### config.mk
export PLATFORM = sky130hd
export DESIGN_NAME = qte_isqrt
export DESIGN_NICKNAME = d
export VERILOG_FILES = /design/src/rtl/qte_pkg.sv /design/src/rtl/qte_isqrt.sv
export SDC_FILE = /design/constraint.sdc
export NUM_CORES = 2
export LEC_CHECK = 0
export BUFFER_PORTS_ARGS = -buffer_cell sky130_fd_sc_hd__buf_2
export CAP_MARGIN = 20
export CORE_ASPECT_RATIO = 1.75
export CORE_MARGIN = 1
export CORE_UTILIZATION = 45
export DETAILED_ROUTE_END_ITERATION = 8
export PLACE_DENSITY = 0.69
export SYNTH_ARGS = -nofsm -noshare
export SYNTH_HDL_FRONTEND = slang
export SYNTH_SLANG_ARGS = --single-unit
### constraint.sdc
create_clock -name clk -period 4 [get_ports clk]
set_input_delay 0.4 -clock clk [delete_from_list [all_inputs] [get_ports clk]]
set_output_delay 0.4 -clock clk [all_outputs]
set_load 0.02 [all_outputs]
### src/rtl/qte_pkg.sv
`timescale 1ns / 1ps
// ----------------------------------------------------------------------------
// qte_pkg
// Shared types, constants and helpers for the quaternion to Euler angle block.
// ----------------------------------------------------------------------------
package qte_pkg;

  localparam int CORDIC_STAGES = 16;
  localparam int TABLE_LEN     = 24;
  localparam int CORDIC_RUN    = (CORDIC_STAGES < TABLE_LEN) ? CORDIC_STAGES : TABLE_LEN;
  localparam int CORDIC_LAT    = CORDIC_RUN + 1;
  localparam int SQRT_STEPS    = 29;

  typedef logic signed [35:0] sum_t;
  typedef logic signed [37:0] vec_t;
  typedef logic signed [27:0] ang_t;
  typedef logic        [56:0] sq_t;

  localparam ang_t HALF_PI_Q24 = 28'sd26353589;
  localparam logic signed [17:0] PI_Q13      = 18'sd25736;
  localparam logic signed [17:0] HALF_PI_Q13 = 18'sd12868;

  localparam ang_t ATAN_TAB [TABLE_LEN] = '{
    28'sd13176795, 28'sd7778716, 28'sd4110060, 28'sd2086331, 28'sd1047214,
    28'sd524117, 28'sd262123, 28'sd131069, 28'sd65536, 28'sd32768,
    28'sd16384, 28'sd8192, 28'sd4096, 28'sd2048, 28'sd1024, 28'sd512,
    28'sd256, 28'sd128, 28'sd64, 28'sd32, 28'sd16, 28'sd8, 28'sd4, 28'sd2
  };

  // Round a Q24 angle to Q13 (half up) and saturate to +-lim.
  function automatic logic signed [15:0] to_q13(input ang_t z, input logic signed [17:0] lim);
    logic signed [28:0] t;
    logic signed [28:0] s;
    logic signed [17:0] r;
    t = {z[27], z} + 29'sd1024;
    s = t >>> 11;
    r = s[17:0];
    if (r > lim) r = lim;
    if (r < -lim) r = -lim;
    return r[15:0];
  endfunction

endpackage

### src/rtl/qte_isqrt.sv
`timescale 1ns / 1ps
// ----------------------------------------------------------------------------
// qte_isqrt
// Pipelined floor square root, one result bit per register stage.
// ----------------------------------------------------------------------------
module qte_isqrt (
  input  logic               clk,
  input  logic               en,
  input  qte_pkg::sq_t       rem,
  output logic        [28:0] root
);
  import qte_pkg::*;

  sq_t n [SQRT_STEPS+1];
  sq_t r [SQRT_STEPS+1];

  assign n[0] = rem;
  assign r[0] = '0;

  for (genvar k = 0; k < SQRT_STEPS; k++) begin : g_step
    localparam sq_t BIT = sq_t'(1) << (2 * (SQRT_STEPS - 1 - k));
    sq_t t;
    assign t = r[k] + BIT;
    always_ff @(posedge clk) begin
      if (en) begin
        if (n[k] >= t) begin
          n[k+1] <= n[k] - t;
          r[k+1] <= (r[k] >> 1) + BIT;
        end else begin
          n[k+1] <= n[k];
          r[k+1] <= r[k] >> 1;
        end
      end
    end
  end

  assign root = r[SQRT_STEPS][28:0];

endmodule

==> impl_metrics.csv <==
group,metric,value,unit
layout,layout-drive-gt1-share,11.30,%
placement,place_area,103700,sq um
routing,drt_wl_total,266.4,mm
sta,tightest_slew,1.205,ns
logic_synthesis,syn_avg_cell_area,12.70,sq um
sta,drv_slew,0,
outcome,outcome,"completed",
routing,vias,62887,
worst_hold_path,min-delay-start,"rem[20]",
clock_tree,cts_max_level,4,
sta,hold_violations,0,
critical_path,critPathTopFamily,"simple AND/OR/NAND/NOR gates",
critical_path,critPathKind,"reg -> reg",
sta,final-setup-viol-count,0,
clock_tree,cts-root-buf,"clkbuf_16",
grt,antenna_found_initial,16,
critical_path,critPathMaxStageDelay,0.57,ns
grt,grt_pass1_wl,389.5,mm
grt,grt_use_total,24.17,%
routing,drt_first_pass_iters,5,
sta,max_freq,254.1,MHz
clock_tree,tritoncts,"yes",
critical_path,critPathRequiredTime,4.57,ns
sta,fin_ws,0.06402,ns
sta,relSlewSlack,19.67,%
clock_tree,clk_latency,0.91,ns
placement,gp_congestion,0.9972,
routing,wl_per_cell,23.76,um
power_and_ir_drop,power_density,568.2,nW/um^2
critical_path,rr_startpoint,"n[975]",
floorplan,start_util,45.25,%
floorplan,io_pins,88,
critical_path,cpMaxStageDelayCell,"nor4_1",
sta,clock_skew,0.1214,ns
logic_synthesis,syn_inst,7635,
floorplan,core_area,214200,sq um
logic_synthesis,synth_cell_type_count,97,
grt,grt_pass1_vias,68032,
power_and_ir_drop,vdd_ir_drop_max,0.6423,mV
floorplan,die_area,217400,sq um
logic_synthesis,synth_edf_count,2031,
floorplan,die_w,352.9,um
routing,drt-initial-drc-count,3006,
logic_synthesis,ys_top_cells_by_area,"edfxtp_1 (63%), ha_1 (5.9%), xnor2_1 (3.4%), xor2_1 (2.8%), a21oi_1 (2.6%)",
grt,grt-ovfl-total,0,
power_and_ir_drop,fin_total_pwr,62.99,mW
clock_tree,cts.path.max_buffers,4,
layout,postLayoutCellArea,110900,sq um
critical_path,end_kind,"flop",
critical_path,crit_arrival,4.50,ns
critical_path,crit_chain,"nor4_1 -> nand4_1 -> nor4_1 -> a41oi_1 -> buf_4 -> o21ai_2 -> nor3b_1 -> o211ai_1 -> xnor2_1",
logic_synthesis,synth-seq-cells,2031,
logic_synthesis,yosysTopAreaCell,"edfxtp_1",
logic_synthesis,async_flop_share,0,%
floorplan,row_count,225,
clock_tree,path_clk_slew,0.08,ns
floorplan,die-height,616.0,um
placement,hpwl,205.9,mm
logic_synthesis,synth_area,96940,sq um
sta,period_share,98.40,%
clock_tree,cts_sinks,2031,
layout,fin_nets,8739,
run,cap_violations,0,
logic_synthesis,synth_top_cell_area_share,62.91,%
routing,via_per_inst,5.609,
critical_path,start_kind,"flop",
critical_path,crit_top_cell,"nor4_1",
logic_synthesis,ys_seq_area_share,62.91,%
logic_synthesis,yosys_warnings,0,
routing,drc,0,
placement,portBuffers,87,
worst_hold_path,hold_path_class,"in -> reg",
critical_path,critPathLaunch,"n[975]",
sta,period_minus_slack,3.936,ns
grt,grt_max_degree,182,
layout,area_growth,14.37,%
logic_synthesis,synthFlopType,"edfxtp_1",
placement,dp_slack,-0.5831,ns
critical_path,path_max_fanout,5,
logic_synthesis,synth_fp_nets,8154,
routing,antenna_left,0,
clock_tree,cts_buffers,193,
critical_path,path_buf_inv,1,
power_and_ir_drop,power.leakage,42.05,nW
-- timing repair --
item / 4_1_cts / 5_1_grt
setup buffers: 0 / 1
pin swaps: 0 / 2
resized for setup: 15 / 21
setup endpoints to repair: 92 / 51
hold buffers: 58 / 0
hold endpoints to repair: 69 / 0
-- cell type report --
type,instances,area (sq um)
Timing Repair Buffer,533,4239
Clock inverter,123,1424
Fill cell,17717,103400
Clock buffer,220,4952
Sequential cell,2031,60990
Tap cell,2837,3550
Inverter,567,2130
Antenna cell,7,17.52
Multi-Input combinational cell,4894,33570
-- cell usage in the layout, fill, tap and decap left out, drive strengths merged, types with 38 or more instances in the layout --
cell | netlist | routed
mux2 | 74 | 74
ha | 460 | 460
inv | 565 | 575
nor4 | 266 | 266
clkinv | 2 | 73
nand2b | 82 | 82
or3 | 75 | 75
dlygate4sd3 | 0 | 58
o21ai | 331 | 331
nor4b | 38 | 38
buf | 27 | 475
a21oi | 498 | 498
nor2 | 544 | 544
xor2 | 312 | 312
or4 | 53 | 53
xnor2 | 373 | 373
nor3 | 197 | 197
nand3 | 130 | 130
a21o | 174 | 174
edfxtp | 2031 | 2031
nand2 | 438 | 438
nand4 | 119 | 119
clkbuf | 116 | 220
nor2b | 56 | 56
o21a | 98 | 98
-- synth_stat cells, types with 18 or more instances --
master    number
edfxtp_1    2031
inv_1        564
nor2_1       544
a21oi_1      498
ha_1         460
nand2_1      438
xnor2_1      373
o21ai_0      320
xor2_1       312
nor4_1       265
nor3_1       194
a21o_1       174
nand3_1      129
nand4_1      119
clkbuf_1     116
o21a_1        98
nand2b_1      82
or3_1         75
mux2_2        66
nor2b_1       55
or4_1         50
and3_1        37
nor4b_1       37
o31ai_1       37
o211ai_1      36
a31oi_1       34
nand3b_1      32
or2_2         30
a211oi_1      29
and2_1        28
o21bai_1      28
o31a_1        23
nand4b_1      21
a21boi_0      18
-- stage by stage --
| step | TNS (ns) | cells | hold WS (ns) | util, % |
|---|---|---|---|---|
| CTS | 0 | 11203 | 0.1360 | 51.69 |
| global route | -0.1080 | 11208 | 0.1769 | 51.75 |
| global placement | -13.51 | 10801 | 0.4244 | 48.40 |
| finish | 0 | 11212 | 0.1927 | 51.75 |
| floorplan | 0 | 7635 | 0.4166 | - |
| detailed placement | -11.44 | 10802 | 0.4252 | 48.40 |
-- power breakdown --
group          internal (mW)  leakage, nW  switching (mW)
logic                   6.13         19.5            8.81
clock network           10.7         3.08            8.17
registers               27.1         19.5            2.13
-- logic make-up (layout without fill, tap and decap cells) --
| family | Yosys count | in the layout | synth area share, % |
|---|---|---|---|
| AOI/OAI and AO/OA | 1453 | 1453 | 9.341 |
| xor gates and xnor gates | 685 | 685 | 6.189 |
| adders and majority gates | 460 | 460 | 5.937 |
| buffers and inverters | 710 | 1443 | 2.792 |
| DFF | 2031 | 2031 | 62.91 |
| muxes | 85 | 85 | 1.000 |
| other | 1 | 8 | 0.003868 |
| and+or+nand+nor | 2210 | 2210 | 11.82 |
-- routing by layer --
| layer | global-route usage, % | up-vias | share of wire [%] |
|---|---|---|---|
| met3 | 3.092 | 978 | 2.8 |
| met2 | 52.32 | 1593 | 61 |
| met1 | 14.55 | 30540 | 24 |
| li1 | - | 29768 | - |
| met4 | 26.56 | 8 | 13 |
| met5 | 0 | - | 0.020 |
-- registers in the layout, summed over array words and instances, names as in the netlist --
name / flops
n: 1596
root: 29
r: 406
-- final timing paths --
path | endpoint | slack [ns] | depth (start not counted)
hold / removal | n[1616] | 0.19 | 2
hold reg to reg | r[363] | 0.37 | 0
setup reg to reg | n[965] | 0.06 | 9
setup / recovery | n[965] | 0.06 | 9
(Power assumes the default switching activity.)
